`src/rtl/core/ryuv_pkg.sv`:
```
// shared constants and types of the rgb to yuv 4:2:0 subsampler
`default_nettype none

package ryuv_pkg;

  // defaults for the top level parameters
  localparam int MAX_WIDTH_DEF = 2048;
  localparam int FRAC_BITS_DEF = 16;

  // config register widths and reset values
  localparam int CFG_W     = 12;
  localparam int CFG_IDX_W = 2;
  localparam logic [CFG_W-1:0] FRAME_WIDTH_RST  = 12'd640;
  localparam logic [CFG_W-1:0] FRAME_HEIGHT_RST = 12'd480;

  // row counter and its wrap limit
  localparam int ROW_W = 11;
  localparam logic [ROW_W:0] ROW_LIMIT = 12'd2048;

  // depth of the queue between front and back
  localparam int QUEUE_DEPTH = 4;

  typedef enum logic [CFG_IDX_W-1:0] {
    REG_FRAME_WIDTH  = 2'd0,
    REG_FRAME_HEIGHT = 2'd1
  } ryuv_reg_e;

  // position class of one pixel inside its 2x2 block
  typedef struct packed {
    logic col_odd;
    logic row_odd;
  } ryuv_pos_t;

endpackage

`default_nettype wire

```
`src/rtl/core/ryuv_fifo.sv`:
```
// short register queue between front and back
`default_nettype none

module ryuv_fifo #(
  parameter int WIDTH = 8,
  parameter int DEPTH = ryuv_pkg::QUEUE_DEPTH,
  localparam int PW = (DEPTH > 1) ? $clog2(DEPTH) : 1,
  localparam int CNTW = $clog2(DEPTH + 1)
) (
  input  wire logic             clk_i,
  input  wire logic             rst_ni,
  input  wire logic             in_valid_i,
  output logic                  in_ready_o,
  input  wire logic [WIDTH-1:0] in_data_i,
  output logic                  out_valid_o,
  input  wire logic             out_ready_i,
  output logic      [WIDTH-1:0] out_data_o
);

  logic [WIDTH-1:0] mem_q [DEPTH];
  logic [PW-1:0]    wptr_q, wptr_d, rptr_q, rptr_d;
  logic [CNTW-1:0]  count_q, count_d;
  logic             push, pop;

  assign in_ready_o  = (count_q != CNTW'(DEPTH));
  assign out_valid_o = (count_q != '0);
  assign out_data_o  = mem_q[rptr_q];
  assign push        = in_valid_i && in_ready_o;
  assign pop         = out_valid_o && out_ready_i;

  always_comb begin
    wptr_d  = wptr_q;
    rptr_d  = rptr_q;
    count_d = count_q;
    if (push) begin
      wptr_d = (wptr_q == PW'(DEPTH - 1)) ? '0 : wptr_q + 1'b1;
    end
    if (pop) begin
      rptr_d = (rptr_q == PW'(DEPTH - 1)) ? '0 : rptr_q + 1'b1;
    end
    if (push && !pop) begin
      count_d = count_q + 1'b1;
    end else if (pop && !push) begin
      count_d = count_q - 1'b1;
    end
  end

  always_ff @(posedge clk_i or negedge rst_ni) begin
    if (!rst_ni) begin
      wptr_q  <= '0;
      rptr_q  <= '0;
      count_q <= '0;
    end else begin
      wptr_q  <= wptr_d;
      rptr_q  <= rptr_d;
      count_q <= count_d;
    end
  end

  always_ff @(posedge clk_i) begin
    if (push) begin
      mem_q[wptr_q] <= in_data_i;
    end
  end

`ifndef SYNTHESIS
  a_count_bound: assert property (@(posedge clk_i) disable iff (!rst_ni)
    count_q <= CNTW'(DEPTH))
    else $error("queue count beyond depth");
  a_count_up: assert property (@(posedge clk_i) disable iff (!rst_ni)
    push && !pop |=> count_q == $past(count_q) + 1'b1)
    else $error("queue count did not grow on push");
  a_ptr_match: assert property (@(posedge clk_i) disable iff (!rst_ni)
    count_q == '0 |-> wptr_q == rptr_q)
    else $error("empty queue with pointers apart");
`endif

endmodule

`default_nettype wire

```
`config.mk`:
```
export PLATFORM = sky130hd
export DESIGN_NAME = ryuv_fifo
export DESIGN_NICKNAME = d
export VERILOG_FILES = /design/src/rtl/core/ryuv_pkg.sv /design/src/rtl/core/ryuv_fifo.sv
export SDC_FILE = /design/constraint.sdc
export NUM_CORES = 1
export LEC_CHECK = 0
export ABC_CLOCK_PERIOD_IN_PS = 2700
export BUFFER_PORTS_ARGS = -buffer_cell sky130_fd_sc_hd__buf_4
export CAP_MARGIN = 20
export CORE_ASPECT_RATIO = 0.5
export CORE_MARGIN = 5
export CORE_UTILIZATION = 52
export CTS_CLUSTER_DIAMETER = 150
export DETAILED_ROUTE_END_ITERATION = 8
export GPL_ROUTABILITY_DRIVEN = 0
export GPL_TIMING_DRIVEN = 0
export PLACE_DENSITY_LB_ADDON = 0.1
export SYNTH_ARGS = -nofsm -noshare
export SYNTH_HDL_FRONTEND = slang
export SYNTH_SLANG_ARGS = --single-unit
```
`constraint.sdc`:
```
create_clock -name clk_i -period 2.7 [get_ports clk_i]
set_input_delay 0.54 -clock clk_i [delete_from_list [all_inputs] [get_ports clk_i]]
set_output_delay 0.54 -clock clk_i [all_outputs]
set_load 0.01 [all_outputs]
```
Word level (Yosys, flattened, before mapping)
Memories as Yosys holds them, arrays and structs flattened.
Index checks and enable logic that the tools add are counted.
{"block": "totals", "ff_bits": 7, "ramBits": 32, "in_bits": 12, "out_inout_bits": 10, "wordCells": 25, "memories": 1}
{"memory": "mem_q", "words": 4, "width": 8, "rd": 1, "rd_clocked_by_memory_dff": 0, "wr": 1, "line_no": "ryuv_fifo.sv:20", "rtl": "logic [WIDTH-1:0] mem_q [DEPTH];"}
{"block": "classes", "add_sub_neg": 4, "n_eq_ne": 3, "mux": 6, "n_reduce_logical": 8}
{"operator": "$mux 3", "n": 2}
{"operator": "$add 2x1->2 const B", "n": 2}
{"operator": "$eq 2x2->1 const B", "n": 2}
{"operator": "$logic_and 1x1->1", "n": 4}
{"operator": "$mux 2", "n": 2}
{"operator": "$add 3x1->3 const B", "n": 1}
{"operator": "$ne 3x3->1 const B", "n": 1}
{"operator": "$reduce_bool 3->1", "n": 1}
{"operator": "$sub 3x1->3 const B", "n": 1}
{"operator": "$logic_not 1->1", "n": 2}
{"operator": "$mux 1", "n": 2}
{"operator": "$reduce_bool 2->1", "n": 1}

Depth between registers and ports, before layout
{"block": "logic_depth", "depth_word": 6, "ltp_mapped": 8, "ltp_nobuf": 8}

Least setup slack after synthesis
No wires, ideal clock.
{"block": "synth_timing", "path_type": "flip-flop to flip-flop", "start": "register count_q[0]", "end": "register count_q[2]", "setup_time_ps": 79, "t_arrival_ps": 2019, "required_time_ps": 2621, "setup_slack_ps": 602, "stages_incl_launch_ff": 9, "n_path_buf": 0, "period_less_slack_ps": 2098, "cell_sequence": "dfrtp_1 > or3_2 > nand2_1 > ha_1 > inv_1 > fa_1 > xor2_1 > nor2_1 > xor2_1"}
{"block": "synth_between", "elab_chain_len": 5, "word_cells_on_any_way": 13, "cone_classes": "add/sub (2); eq/ne (1); mux (2); reduce/logical (8)"}
{"element": "from (decl)", "line_no": "ryuv_fifo.sv:22", "rtl": "logic [CNTW-1:0] count_q, count_d;"}
{"element": "from (signal assigned)", "line_no": "ryuv_fifo.sv:56", "rtl": "count_q <= count_d;"}
{"element": "$reduce_bool 3->1 (*)", "line_no": "ryuv_fifo.sv:26", "rtl": "assign out_valid_o = (count_q != '0);"}
{"element": "named net out_valid_o", "line_no": "ryuv_fifo.sv:15", "rtl": "output logic out_valid_o,"}
{"element": "$logic_and 1x1->1 (*)", "line_no": "ryuv_fifo.sv:29", "rtl": "assign pop = out_valid_o && out_ready_i;"}
{"element": "$logic_not 1->1", "line_no": "ryuv_fifo.sv:41", "rtl": "if (push && !pop) begin"}
{"element": "$logic_and 1x1->1", "line_no": "ryuv_fifo.sv:41"}
{"element": "$mux 3 / $reduce_bool 2->1 (equally long branches)"}
The timed path passes the listed nets; every way through them passes the cells marked *. The select of a mux whose other input is x is not followed.
A chain may end at the register's enable or synchronous reset.

Worst setup path after layout
{"block": "layout_timing", "start": "register count_q[0]", "end": "register count_q[2]"}
{"block": "layout_between", "elab_chain_len": 5, "word_cells_on_any_way": 13, "cone_classes": "add/sub (2); eq/ne (1); mux (2); reduce/logical (8)"}
{"element": "parallel branches: the longest is 5 deep, another holds $sub 3x1->3"}
Several ways; the timed one is not identified. The select of a mux whose other input is x is not followed.

==> results.toml <==
[outcome]
status = "completed"

[timing]
max-slew-margin-rel = 0.659
hold_violations = 0
fin_crit_sh = 0.839
skew_ps = 3.03
worst_slew_pin_slew_ps = 512
slew_viol_final = 0
tns_ps = 0
fmax_mhz = 442
rsz0062_at_grt = "no"
finalSetupViolations = 0
period_needed_ps = 2260

[layout]
fill_cells = 220
area_growth_pct = 18.4
layout_commonest_cell = "edfxtp_1"
drive_gt1_frac = 0.458
seq_area_mm2 = 0.00114
nNetsFinal = 125
diodes = 0
multi_input_area_um2 = 438
final_cell_mix = "edfxtp_1, buf_4, mux4_2"
layout.cells.non_filler = 147

[power_and_ir_drop]
p_leak_nw = 0.719
powerDensity_mw_per_mm2 = 1060
ir_drop_uv = 682

[yosys]
synth_seq_area_share = 0.713
avgSynthCellArea_um2 = 20.4
syn_inst = 78
synth_nets = 97
ys_ff_latch = 39
yosys_warnings = 0
synth_cell_types = 18
mappedNetlistArea_mm2 = 0.00159

[die]
die_h_um = 49.2
initial_core_util = 0.535
core_mm2 = 0.00298
die_area_mm2 = 0.00434
fp.dieW_um = 88.3
row_count = 14
io_pins = 22

[placed_design]
dp_cells = 139
port_buffers = 21
dp_hpwl_mm = 1.80

[grt]
antenna_found_initial = 0
grt_max_degree = 13
grt_pass1_vias = 788
grt_pass1_wl_mm = 3.87
grtUsageTotal = 0.127
gr-total-overflow = 0

[cts]
clkTransAtPathRegs_ps = 70
cts_tree = "done"
clkSinkCount = 39
clk_latency_ps = 280
post_cts_buffers = 0
clock-root-buffer = "clkbuf_8"
htree_levels = 2
ctsHoldBuffers = 0
post_cts_resized = 0
cts-buffers-inserted = 5
cts_buffer_depth = 2

[critical_path]
critical_path.slowest_cell = "or3_2"
crit_family = "simple AND/OR/NAND/NOR gates"
crit_buf_inv = 1
timing.critical_path.mode_cell = "xor2_1"
critPathMaxFanout = 4
required_ps = 2910
start_kind = "flip-flop"
endpoint_kind = "flip-flop"
path_cells = "or3_2 -> nand2_1 -> ha_1 -> inv_1 -> fa_1 -> xor2_1 -> nor2_1 -> xor2_1"
crit_path_max_incr_delay_ps = 490
critPathArrivalTime_ps = 2480
crit_type = "reg -> reg"

[worst_hold_path]
hold_class = "in -> async"

[detailed_routing]
drtPass1Iterations = 4
drt_iter0_drc = 22
drc_errors = 0
num_vias = 755
routed_wirelength_mm = 2.48
via_per_inst = 5.14
wl_per_cell_um = 16.9
final_antenna_net_count = 0

[job]
cap_violations = 0
## metrics by stage
step	area, um^2	hold WS [ps]	power, W	util	worst slack [ps]
2_1_floorplan	1590	244	0.00139	-	602
3_3_place_gp	1800	355	0.00161	0.605	579
3_5_place_dp	1800	358	0.00167	0.605	435
4_1_cts	1890	51.3	0.00204	0.634	413
5_1_grt	1890	51.4	0.00213	0.634	298
6_report	1890	53.1	0.00201	0.634	436
## worst paths after layout
path                                        start  depth (start not counted)  slack [ps]                     end
setup / recovery           count_q[0]$_DFFE_PN0P_                          8         440  count_q[2]$_DFFE_PN0P_
hold / removal                             rst_ni                          1          50  count_q[1]$_DFFE_PN0P_
setup reg to reg           count_q[0]$_DFFE_PN0P_                          8         440  count_q[2]$_DFFE_PN0P_
hold reg to reg            count_q[2]$_DFFE_PN0P_                          1         480  count_q[2]$_DFFE_PN0P_
max in group asynchronous                  rst_ni                          1        2530   wptr_q[1]$_DFFE_PN0P_
min in group clk_i                   in_data_i[0]                          1         450   mem_q[1][0]$_DFFE_PP_
## logic make-up (layout without fill, tap and decap cells)
group | count (synthesis) | count (layout) | synth area share
fa+ha+maj | 7 | 7 | 0.0597
simple gates | 11 | 11 | 0.0455
xor+xnor | 3 | 3 | 0.0165
flops | 39 | 39 | 0.713
mux | 13 | 13 | 0.153
buf+inv | 5 | 34 | 0.0126
## flip-flops by register name (all words and copies together) (netlist names)
register	flops
count_q	3
mem_q	32
rptr_q	2
wptr_q	2
## layout make-up
type                    count  share of cell area
flip-flops and latches     39               0.602
multi-input cells          34               0.232
repair buffers             21              0.0836
clock buffers               6              0.0385
well taps                  40              0.0265
clock inverters             2             0.00663
inverters                   3             0.00597
plain buffers               2             0.00464
## synthesized netlist by cell type, drive strengths merged
cell	number	area, um^2
mux2	5	63.8
xnor2	1	8.76
fa	1	20.0
mux4	8	180
xor2	2	17.5
or3b	1	11.3
nor2	3	11.3
and3	4	30.0
and2	1	8.76
nand2	1	3.75
edfxtp	32	961
dfrtp	7	175
buf	2	8.75
or3	1	7.51
inv	3	11.3
ha	6	75.1
## power by group
| part | internal, W | switching [W] |
|---|---|---|
| Clock | 0.000180 | 0.000190 |
| Combinational | 0.000409 | 0.000339 |
| Sequential | 0.000816 | 0.0000715 |
| Total | 0.00140 | 0.000600 |
## routing by layer
metal	vias up	track usage	part of all wire
met3	2	0.0523	0.055
met4	0	0.0452	0.0069
li1	358	-	-
met1	375	0.151	0.42
met2	20	0.207	0.52
met5	-	0	0
Power figures use the tool's default switching activity.
