**config.mk**
```make
export PLATFORM = sky130hd
export DESIGN_NAME = ryuv_front
export DESIGN_NICKNAME = d
export VERILOG_FILES = /design/src/rtl/core/ryuv_pkg.sv /design/src/rtl/core/ryuv_front.sv
export SDC_FILE = /design/constraint.sdc
export NUM_CORES = 1
export LEC_CHECK = 0
export ABC_AREA = 1
export BUFFER_PORTS_ARGS = -buffer_cell sky130_fd_sc_hd__clkbuf_2
export CAP_MARGIN = 20
export CORE_MARGIN = 5
export CORE_UTILIZATION = 58
export DETAILED_ROUTE_END_ITERATION = 6
export GPL_TIMING_DRIVEN = 0
export HOLD_SLACK_MARGIN = 0.02
export PLACE_DENSITY = 0.76
export SKIP_LAST_GASP = 1
export SLEW_MARGIN = 20
export SYNTH_ARGS = -nofsm -noshare
export SYNTH_HDL_FRONTEND = slang
export SYNTH_SLANG_ARGS = --single-unit
```
**constraint.sdc**
```tcl
create_clock -name clk_i -period 9.4 [get_ports clk_i]
set_clock_uncertainty 0.05 [all_clocks]
set_input_delay 0.94 -clock clk_i [delete_from_list [all_inputs] [get_ports clk_i]]
set_output_delay 0.94 -clock clk_i [all_outputs]
set_load 0.01 [all_outputs]
```
**src/rtl/core/ryuv_pkg.sv**
```systemverilog
// shared constants and types of the rgb to yuv 4:2:0 subsampler
`default_nettype none

package ryuv_pkg;

  // defaults for the top level parameters
  localparam int MAX_WIDTH_DEF = 2048;
  localparam int FRAC_BITS_DEF = 16;

  // config register widths and reset values
  localparam int CFG_W     = 12;
  localparam int CFG_IDX_W = 2;
  localparam logic [CFG_W-1:0] FRAME_WIDTH_RST  = 12'd640;
  localparam logic [CFG_W-1:0] FRAME_HEIGHT_RST = 12'd480;

  // row counter and its wrap limit
  localparam int ROW_W = 11;
  localparam logic [ROW_W:0] ROW_LIMIT = 12'd2048;

  // depth of the queue between front and back
  localparam int QUEUE_DEPTH = 4;

  typedef enum logic [CFG_IDX_W-1:0] {
    REG_FRAME_WIDTH  = 2'd0,
    REG_FRAME_HEIGHT = 2'd1
  } ryuv_reg_e;

  // position class of one pixel inside its 2x2 block
  typedef struct packed {
    logic col_odd;
    logic row_odd;
  } ryuv_pos_t;

endpackage

`default_nettype wire

```
**src/rtl/core/ryuv_front.sv**
```systemverilog
// front: config registers, raster counters, pixel capture and color conversion
`default_nettype none

module ryuv_front #(
  parameter int MAX_WIDTH = ryuv_pkg::MAX_WIDTH_DEF,
  parameter int FRAC_BITS = ryuv_pkg::FRAC_BITS_DEF,
  localparam int CHW = FRAC_BITS + 8,
  localparam int LINE_DEPTH = MAX_WIDTH / 2,
  localparam int AW = (LINE_DEPTH > 1) ? $clog2(LINE_DEPTH) : 1
) (
  input  wire logic                            clk_i,
  input  wire logic                            rst_ni,
  input  wire logic                            cfg_we_i,
  input  wire logic [ryuv_pkg::CFG_IDX_W-1:0]  cfg_idx_i,
  input  wire logic [ryuv_pkg::CFG_W-1:0]      cfg_data_i,
  input  wire logic                            pix_valid_i,
  output logic                                 pix_ready_o,
  input  wire logic [7:0]                      red_i,
  input  wire logic [7:0]                      green_i,
  input  wire logic [7:0]                      blue_i,
  output logic                                 item_valid_o,
  input  wire logic                            item_ready_i,
  output logic      [7:0]                      luma_o,
  output logic      [CHW-1:0]                  cb_o,
  output logic      [CHW-1:0]                  cr_o,
  output ryuv_pkg::ryuv_pos_t                  pos_o,
  output logic      [AW-1:0]                   idx_o
);

  import ryuv_pkg::*;

  localparam int CW   = $clog2(MAX_WIDTH);
  localparam int CMPW = (CW + 1 > CFG_W) ? CW + 1 : CFG_W;
  localparam int SW   = FRAC_BITS + 10;

  // weights: four-decimal value scaled by 2^FRAC_BITS, rounded
  localparam longint unsigned KY_R  = ((64'd2989 << FRAC_BITS) + 64'd5000) / 64'd10000;
  localparam longint unsigned KY_G  = ((64'd5866 << FRAC_BITS) + 64'd5000) / 64'd10000;
  localparam longint unsigned KY_B  = ((64'd1145 << FRAC_BITS) + 64'd5000) / 64'd10000;
  localparam longint unsigned KCB_R = ((64'd1688 << FRAC_BITS) + 64'd5000) / 64'd10000;
  localparam longint unsigned KCB_G = ((64'd3312 << FRAC_BITS) + 64'd5000) / 64'd10000;
  localparam longint unsigned KCB_B = ((64'd5000 << FRAC_BITS) + 64'd5000) / 64'd10000;
  localparam longint unsigned KCR_R = ((64'd5000 << FRAC_BITS) + 64'd5000) / 64'd10000;
  localparam longint unsigned KCR_G = ((64'd4184 << FRAC_BITS) + 64'd5000) / 64'd10000;
  localparam longint unsigned KCR_B = ((64'd816 << FRAC_BITS) + 64'd5000) / 64'd10000;
  localparam longint unsigned BIAS  = 64'd128 << FRAC_BITS;
  localparam longint unsigned TOP   = 64'd255 << FRAC_BITS;

  logic [CFG_W-1:0] fw_q, fh_q;
  logic [CW-1:0]    col_q, col_d;
  logic [ROW_W-1:0] row_q, row_d;
  logic [CW:0]      col_inc;
  logic [ROW_W:0]   row_inc;
  logic             col_wrap, row_wrap;
  logic             accept;

  logic             f_valid_q;
  logic [7:0]       f_red_q, f_green_q, f_blue_q;
  ryuv_pos_t        f_pos_q;
  logic [AW-1:0]    f_idx_q;

  logic [SW-1:0]    y_sum, cb_raw, cr_raw;
  logic [SW-1:0]    r_ext, g_ext, b_ext;
  logic [SW-FRAC_BITS-1:0] y_int;

  // config writes
  always_ff @(posedge clk_i or negedge rst_ni) begin
    if (!rst_ni) begin
      fw_q <= FRAME_WIDTH_RST;
      fh_q <= FRAME_HEIGHT_RST;
    end else if (cfg_we_i) begin
      case (ryuv_reg_e'(cfg_idx_i))
        REG_FRAME_WIDTH:  fw_q <= cfg_data_i;
        REG_FRAME_HEIGHT: fh_q <= cfg_data_i;
        default: ;
      endcase
    end
  end

  assign pix_ready_o = !f_valid_q || item_ready_i;
  assign accept      = pix_valid_i && pix_ready_o;

  // column wraps at the smaller of frame width and max width, row likewise
  always_comb begin
    col_inc = {1'b0, col_q} + 1'b1;
    row_inc = {1'b0, row_q} + 1'b1;
    if (CMPW'(fw_q) >= CMPW'(MAX_WIDTH)) begin
      col_wrap = (CMPW'(col_inc) >= CMPW'(MAX_WIDTH));
    end else begin
      col_wrap = (CMPW'(col_inc) >= CMPW'(fw_q));
    end
    if ((ROW_W + 1)'(fh_q) >= ROW_LIMIT) begin
      row_wrap = (row_inc >= ROW_LIMIT);
    end else begin
      row_wrap = (row_inc >= (ROW_W + 1)'(fh_q));
    end
    col_d = col_q;
    row_d = row_q;
    if (accept) begin
      if (col_wrap) begin
        col_d = '0;
        row_d = row_wrap ? '0 : row_inc[ROW_W-1:0];
      end else begin
        col_d = col_inc[CW-1:0];
      end
    end
  end

  always_ff @(posedge clk_i or negedge rst_ni) begin
    if (!rst_ni) begin
      col_q     <= '0;
      row_q     <= '0;
      f_valid_q <= 1'b0;
    end else begin
      col_q <= col_d;
      row_q <= row_d;
      if (accept) begin
        f_valid_q <= 1'b1;
      end else if (item_ready_i) begin
        f_valid_q <= 1'b0;
      end
    end
  end

  always_ff @(posedge clk_i) begin
    if (accept) begin
      f_red_q         <= red_i;
      f_green_q       <= green_i;
      f_blue_q        <= blue_i;
      f_pos_q.col_odd <= col_q[0];
      f_pos_q.row_odd <= row_q[0];
      f_idx_q         <= AW'(col_q >> 1);
    end
  end

  // constant-weight products, sums kept modulo 2^SW, chroma read as signed
  always_comb begin
    r_ext  = SW'(f_red_q);
    g_ext  = SW'(f_green_q);
    b_ext  = SW'(f_blue_q);
    y_sum  = SW'(KY_R) * r_ext + SW'(KY_G) * g_ext + SW'(KY_B) * b_ext;
    cb_raw = SW'(BIAS) - SW'(KCB_R) * r_ext - SW'(KCB_G) * g_ext + SW'(KCB_B) * b_ext;
    cr_raw = SW'(BIAS) + SW'(KCR_R) * r_ext - SW'(KCR_G) * g_ext - SW'(KCR_B) * b_ext;
    y_int  = y_sum[SW-1:FRAC_BITS];

    luma_o = (y_int > (SW - FRAC_BITS)'(255)) ? 8'hff : y_int[7:0];

    if (cb_raw[SW-1]) begin
      cb_o = '0;
    end else if (cb_raw > SW'(TOP)) begin
      cb_o = CHW'(TOP);
    end else begin
      cb_o = cb_raw[CHW-1:0];
    end

    if (cr_raw[SW-1]) begin
      cr_o = '0;
    end else if (cr_raw > SW'(TOP)) begin
      cr_o = CHW'(TOP);
    end else begin
      cr_o = cr_raw[CHW-1:0];
    end
  end

  assign item_valid_o = f_valid_q;
  assign pos_o        = f_pos_q;
  assign idx_o        = f_idx_q;

endmodule

`default_nettype wire

```
# Yosys cells after proc, flatten, opt, wreduce, memory -nomap -nowiden

Index checks and enable logic that the tools add are counted.
W data, S select, Z words.

Output and inout port bits: 70
Register bits after elaboration: 83
Bits of input ports: 43

Reductions and logical operators: 8
Muxes and demuxes: 11
$mul: 7
Order comparisons: 9
Equal/unequal tests: 1
Add/subtract/negate cells: 10

Operators with widths:

| cell                     | number |
|---|---|
| $mux W24                 | 4 |
| $gt A26 B24 Y1 const B   | 2 |
| $ge A12 B12 Y1 const B   | 4 |
| $mul A13 B8 Y21 const A  | 2 |
| $add A25 B21 Y26         | 1 |
| $add A26 B23 Y26         | 1 |
| $sub A25 B23 Y26         | 1 |
| $sub A25 B24 Y26         | 1 |
| $sub A26 B21 Y26         | 1 |
| $add A23 B24 Y25         | 1 |
| $add A24 B23 Y25 const A | 1 |
| $sub A24 B22 Y25 const A | 1 |
| $add A11 B1 Y12 const B  | 2 |
| $ge A12 B12 Y1           | 2 |
| $mul A16 B8 Y24 const A  | 1 |
| $mul A15 B8 Y23 const A  | 1 |
| $mul A14 B8 Y22 const A  | 1 |
| $mux W11                 | 2 |
| $mul A11 B8 Y19 const A  | 1 |
| $mul A9 B8 Y17 const A   | 1 |
| $gt A10 B8 Y1 const B    | 1 |
| $mux W8                  | 1 |
| $reduce_and A2 Y1        | 3 |
| $mux W1                  | 4 |
| 6 further kinds          | 6 |

# Logic depth before layout (Yosys ltp)

Gate-level depths: netlist of run 1.

Depth after elaboration: 7
Depth in mapped cells: 42
Mapped depth without buffers: 42

# Least setup slack after synthesis of run 1

OpenSTA, ideal clock, no wires.

Path kind: register -> output
From: register f_blue_q[4]
To: output luma_o[3]
Slack: 1509 ps
Arrival time: 6901 ps
Stages on the path, launching flop included: 28
Path buffers: 0
Data required time: 8410 ps
Cell sequence: edfxtp_1 > ha_1 > inv_1 > fa_1 > fa_1 > inv_1 > fa_1 > ha_1 > inv_1 > nor2_1 > o21ai_0 > nor2b_1 > xor2_1 > fa_1 > inv_1 > fa_1 > inv_1 > fa_1 > inv_1 > fa_1 > ha_1 > nand2_1 > nor4_1 > nand3_1 > o211ai_1 > o21ai_0 > a21oi_1 > nand3_1

Word-level cells in the longest chain between the ends: 4

RTL lines:

| item                   | line              | text |
|---|---|---|
| from (decl)            | ryuv_front.sv:58  | `logic [7:0] f_red_q, f_green_q, f_blue_q;` |
| from (signal assigned) | ryuv_front.sv:129 | `f_blue_q <= blue_i;` |
| $mul A9 B8 Y17 *       | ryuv_front.sv:141 | `y_sum = SW'(KY_R) * r_ext + SW'(KY_G) * g_ext + SW'(KY_B) * b_ext;` |
| $add A25 B21 Y26 *     | ryuv_front.sv:141 |  |
| $gt A10 B8 Y1          | ryuv_front.sv:146 | `luma_o = (y_int > (SW - FRAC_BITS)'(255)) ? 8'hff : y_int[7:0];` |
| $mux W8 *              | ryuv_front.sv:146 |  |
| to (decl)              | ryuv_front.sv:23  | `output logic [7:0] luma_o,` |

Every way passes the cells marked *; elsewhere a longest branch is shown, timed or not.

# Final worst setup path of run 1

From: register f_blue_q[5]
To: output luma_o[3]

Same word-level chain as after synthesis.

==> results.json, run 1 <==
{
  "syn_area_per_cell_um2": 7.722,
  "dpl.hpwl_um": 45510,
  "clkLatencyLatePin_ns": 0.34,
  "core_region_area_um2": 34630,
  "slew_headroom_pct": 50.56,
  "finalHoldViolCount": 0,
  "antenna_found_initial": 0,
  "first_pass_iters": 7,
  "fin_crit_sh_pct": 95.23,
  "io_pins": 113,
  "yosysSeqAreaShare_pct": 11.08,
  "area_growth_syn_to_layout_pct": 9.102,
  "portBuffers": 109,
  "ys_seq_elements": 83,
  "gp_congestion": 0.9813,
  "fin_ws_ns": 0.4487,
  "drtIter0Drc": 724,
  "rsz0062_at_grt": "true",
  "ys_types": 56,
  "place_inst": 3214,
  "outcome": "finished clean",
  "startpoint_type": "flop",
  "min_period_ns": 8.951,
  "cts.sinks": 83,
  "grt_usage_pct": 27.08,
  "grt_max_degree": 48,
  "multi_input_area_um2": 15920,
  "setup_viol": 0,
  "grt_pass1_vias": 17460,
  "worst_slew_pin_slew_ns": 0.7416,
  "die_area_um2": 39100,
  "cpPeakStageDelay_ns": 0.55,
  "synth_cells": 2647,
  "worstSetupStartpoint": "f_blue_q[5]",
  "worstPathMaxFanout": 8,
  "regArea_um2": 2265,
  "grt_overflow": 0,
  "async_flop_share_pct": 56.63,
  "num_vias": 17320,
  "final_common_cell": "inv_1",
  "wl_per_cell_um": 15.94,
  "worstHoldPathCells": 0,
  "end_kind": "primary output",
  "drive_gt1_share_pct": 8.962,
  "drcViolationCount": 0,
  "hold_class": "flop to flop",
  "routed_wl_um": 52250,
  "cp_slowest_cell": "fa_1",
  "fin_nets": 3486,
  "antenna_left": 0,
  "ys.flop_type": "dfrtp_1",
  "pre_cts_ws_ns": 0.1442,
  "viasPerCell": 5.282,
  "grt_pass1_wl_um": 85760,
  "cts_tree": "built",
  "fill_cells": 3056,
  "core.rowCount": 68,
  "fin_cells": 3278,
  "dpl_cell_area_um2": 21590,
  "htreeDepth": 3,
  "n_antenna_cell": 0,
  "die_w_um": 197.7,
  "syn-cell-area_um2": 20440,
  "critPathKind": "flop to primary output",
  "rr_startpoint": "col_q[0]",
  "max_cap_violations": 0,
  "synth_edf_count": 36,
  "cp_data_required_time_ns": 8.41,
  "r2r.worst_path.cells": 19,
  "fin_area_um2": 22300,
  "die_h_um": 197.7,
  "start_util_pct": 59.03,
  "holdBufCountCts": 0,
  "min_from": "col_q[10]",
  "max_freq_mhz": 111.7,
  "cts_inserted_buffers": 9,
  "post-route-util_pct": 64.40,
  "drv_slew": 0,
  "final_cell_mix": "586 x inv_1, 533 x nand2_1, 426 x ha_1",
  "cp.arrival_ns": 7.96,
  "clockBufferDepth": 2,
  "cts_root_buf": "clkbuf_16",
  "ys_warn_count": 0,
  "cp_common_cell": "fa_1",
  "clk_pin_slew_ns": 0.06
}
worst paths after layout:
| kind | end | slack [ns] |
|---|---|---|
| max | luma_o[3] | 0.45 |
| min reg2reg | idx_o[9] | 0.40 |
| min | idx_o[9] | 0.40 |
| max in group asynchronous | col_q[5] | 8.26 |
| min in group asynchronous | row_q[4] | 0.60 |
| max reg2reg | row_q[2] | 5.80 |
stage by stage:
| stage | hold slack, ns | TNS, ns |
|---|---|---|
| 6_report | 0.3961 | 0 |
| 5_1_grt | 0.4104 | -0.02705 |
| 4_1_cts | 0.3983 | 0 |
| 3_3_place_gp | 0.3845 | 0 |
| 3_5_place_dp | 0.3843 | 0 |
| 2_1_floorplan | 0.3749 | 0 |
kinds of logic after synthesis:
group | count (synthesis) | synth area share [%]
simple gates | 939 | 20.16
compound gates | 290 | 7.682
buf+inv | 609 | 11.28
other cells | 1 | 0.01835
flops | 83 | 11.08
xor+xnor | 100 | 4.285
fa+ha+maj | 625 | 45.49
synthesized netlist by cell type (all sizes together), types with 26 or more instances:
| cell type | instances | area share (%) |
|---|---|---|
| o21ai | 92 | 2.3 |
| xor2 | 66 | 2.8 |
| nor2 | 161 | 3.3 |
| nor3 | 27 | 0.69 |
| nand3 | 126 | 3.2 |
| xnor2 | 34 | 1.5 |
| ha | 428 | 26 |
| inv | 594 | 11 |
| nand2 | 550 | 10 |
| a21oi | 155 | 3.8 |
| dfrtp | 41 | 5.0 |
| fa | 197 | 19 |
| nand4 | 26 | 0.90 |
| edfxtp | 36 | 5.3 |
flip-flops by register name, summed over array words and instances, names as in the netlist:
name	flops
fh_q	12
fw_q	12
col_q	11
row_q	11
idx_o	10
f_blue_q	8
f_green_q	8
f_red_q	8
pos_o	2
item_valid_o	1
routing by layer:
layer	wire, um	GRT usage [%]	vias to the layer above
met5	0	0	-
met3	2743	4.169	89
met2	24920	46.66	418
met1	22840	34.88	8057
li1	-	-	8751
met4	1747	9.156	0
worst max-delay path: cells and delay by family, from the launching register on:
kind / cells / cell delay, ns
xor+xnor: 1 / 0.15
compound gates: 5 / 0.57
fa+ha+maj: 10 / 4.48
flops: 1 / 0.54
simple gates: 6 / 0.99
buf+inv: 8 / 0.86
layout make-up:
| cell class | instances | share of cell area [%] |
|---|---|---|
| Timing Repair Buffer | 158 | 4.163 |
| Buffer | 14 | 0.3310 |
| Clock buffer | 12 | 1.150 |
| Clock inverter | 4 | 0.2132 |
| Multi-Input combinational cell | 1957 | 71.40 |
| Inverter | 595 | 10.03 |
| Sequential cell | 83 | 10.16 |
| Tap cell | 455 | 2.553 |
what timing repair did:
item,4_1_cts,5_1_grt
setup endpoints to repair,29,50
setup buffers,4,44
pin swaps,0,1
resized for setup,2,10
Power of run 1 is not shown: default switching activity piles up to over one toggle a cycle in this logic, so the estimate is an artifact.
==> run 2, diff against run 1 <==
--- a/config.mk
+++ b/config.mk
@@ -13,9 +13,9 @@
 export DETAILED_ROUTE_END_ITERATION = 6
 export GPL_TIMING_DRIVEN = 0
 export HOLD_SLACK_MARGIN = 0.02
-export PLACE_DENSITY = 0.76
+export PLACE_DENSITY = 0.75
 export SKIP_LAST_GASP = 1
-export SLEW_MARGIN = 20
+export SLEW_MARGIN = 5
 export SYNTH_ARGS = -nofsm -noshare
 export SYNTH_HDL_FRONTEND = slang
 export SYNTH_SLANG_ARGS = --single-unit
==> results.json, run 2 (same netlist as run 1, synthesis figures left out) <==
{
  "fin_nets": 3493,
  "finalHoldViolCount": 0,
  "routed_wl_um": 53570,
  "portBuffers": 109,
  "r2r_setup_slack_ns": 5.71,
  "cts_root_buf": "clkbuf_16",
  "fin_setup_tns_ns": 0,
  "fin_crit_sh_pct": 95.54,
  "grt_overflow": 0,
  "max_cap_violations": 0,
  "core.rowCount": 68,
  "setup_viol": 0,
  "die_w_um": 197.7,
  "hold_class": "flop to flop",
  "min_from": "col_q[7]",
  "grt_max_degree": 31,
  "fin_ws_ns": 0.4189,
  "viasPerCell": 5.334,
  "min_period_ns": 8.981,
  "num_vias": 17520,
  "drcViolationCount": 0,
  "grt_usage_pct": 27.34,
  "dpl.hpwl_um": 45780,
  "antenna_left": 0,
  "final_common_cell": "inv_1",
  "outcome": "finished clean",
  "n_antenna_cell": 0,
  "cp_data_required_time_ns": 8.41,
  "clkLatencyLatePin_ns": 0.36,
  "cts_inserted_buffers": 9,
  "start_util_pct": 59.03,
  "regArea_um2": 2265,
  "top_regs": "fh_q: 12 flops, fw_q: 12 flops",
  "r2r.worst_path.cells": 18,
  "htreeDepth": 3,
  "rr_startpoint": "col_q[2]",
  "critPathKind": "flop to primary output",
  "die_h_um": 197.7,
  "dpl_cell_area_um2": 21600,
  "grt_pass1_vias": 17650,
  "gp_congestion": 0.9810,
  "drv_slew": 0,
  "worst_slew_pin_slew_ns": 0.9401,
  "cp.arrival_ns": 7.99,
  "hold_path_end": "idx_o[6]",
  "startpoint_type": "flop",
  "worstHoldPathCells": 0,
  "clk_pin_slew_ns": 0.08,
  "die_area_um2": 39100,
  "fill_cells": 3025,
  "cts.sinks": 83,
  "holdBufCountCts": 0,
  "io_pins": 113,
  "cp_slowest_cell": "fa_1",
  "slew_headroom_pct": 37.33,
  "core_region_area_um2": 34630,
  "clockBufferDepth": 2,
  "worstPathMaxFanout": 10,
  "grt_pass1_wl_um": 86930,
  "post-route-util_pct": 64.53,
  "wl_per_cell_um": 16.31,
  "end_kind": "primary output",
  "cts_tree": "built",
  "multi_input_area_um2": 15930,
  "drive_gt1_share_pct": 9.329,
  "cpPeakStageDelay_ns": 0.59,
  "first_pass_iters": 6,
  "max_freq_mhz": 111.3,
  "fin_area_um2": 22350,
  "drtIter0Drc": 751,
  "antenna_found_initial": 0,
  "area_growth_syn_to_layout_pct": 9.329,
  "rr_endpoint": "row_q[3]",
  "pre_cts_ws_ns": 0.2671,
  "final_cell_mix": "585 x inv_1, 534 x nand2_1, 425 x ha_1"
}
## run 2: cell types whose count changed in the layout (fill, tap and decap cells not counted), moves of 2 or more
cell / delta
inv_4: -2
clkinv_4: +3
inv_6: +2
buf_4: +6
clkbuf_8: -2
## run 2: per-stage QoR
stage                     hold WS [ns]  instances
after floorplan                 0.3749       2649
after global routing            0.4287       3285
after global placement          0.3894       3213
final                           0.4041       3285
after CTS                       0.4068       3234
after detailed placement        0.3845       3215
## run 2: critical path: cells and delay by family (launching register included)
family          cells  cell delay, ns
compound gates      6            0.89
xor+xnor            1            0.33
fa+ha+maj           7            3.16
buf+inv             6            0.84
flops               1            0.55
simple gates       12            1.84
## run 2: layout make-up
type | instances | share of cell area [%]
Timing Repair Buffer | 165 | 4.434
Multi-Input combinational cell | 1957 | 71.27
Clock inverter | 7 | 0.2688
Inverter | 595 | 10.01
Clock buffer | 9 | 1.008
Tap cell | 455 | 2.548
Buffer | 14 | 0.3303
Sequential cell | 83 | 10.13
## run 2: worst max-delay path by stage
stage | end | start | slack [ns] | cells after the start
finish | cr_o[14] | f_blue_q[5] | 0.42 | 32
global route | luma_o[7] | f_blue_q[2] | -0.01 | 30
CTS | cb_o[15] | f_red_q[6] | 0.01 | 37
detailed placement | cb_o[15] | f_red_q[5] | 0.27 | 39
global placement | cb_o[13] | f_red_q[5] | 0.33 | 39
floorplan | luma_o[3] | f_blue_q[4] | 1.51 | 27
## run 2: routing by layer
metal,wire [um],global-route usage [%]
met5,0,0
met4,2130,9.870
met3,2551,2.705
met2,25700,47.79
met1,23190,35.33
## run 2: timing repair
item | CTS | global route
setup buffers | 3 | 51
resized for setup | 0 | 15
cloned | 0 | 0
pin swaps | 0 | 1
endpoints found under the setup margin | 16 | 45
Power of run 2 is left out for the same reason.
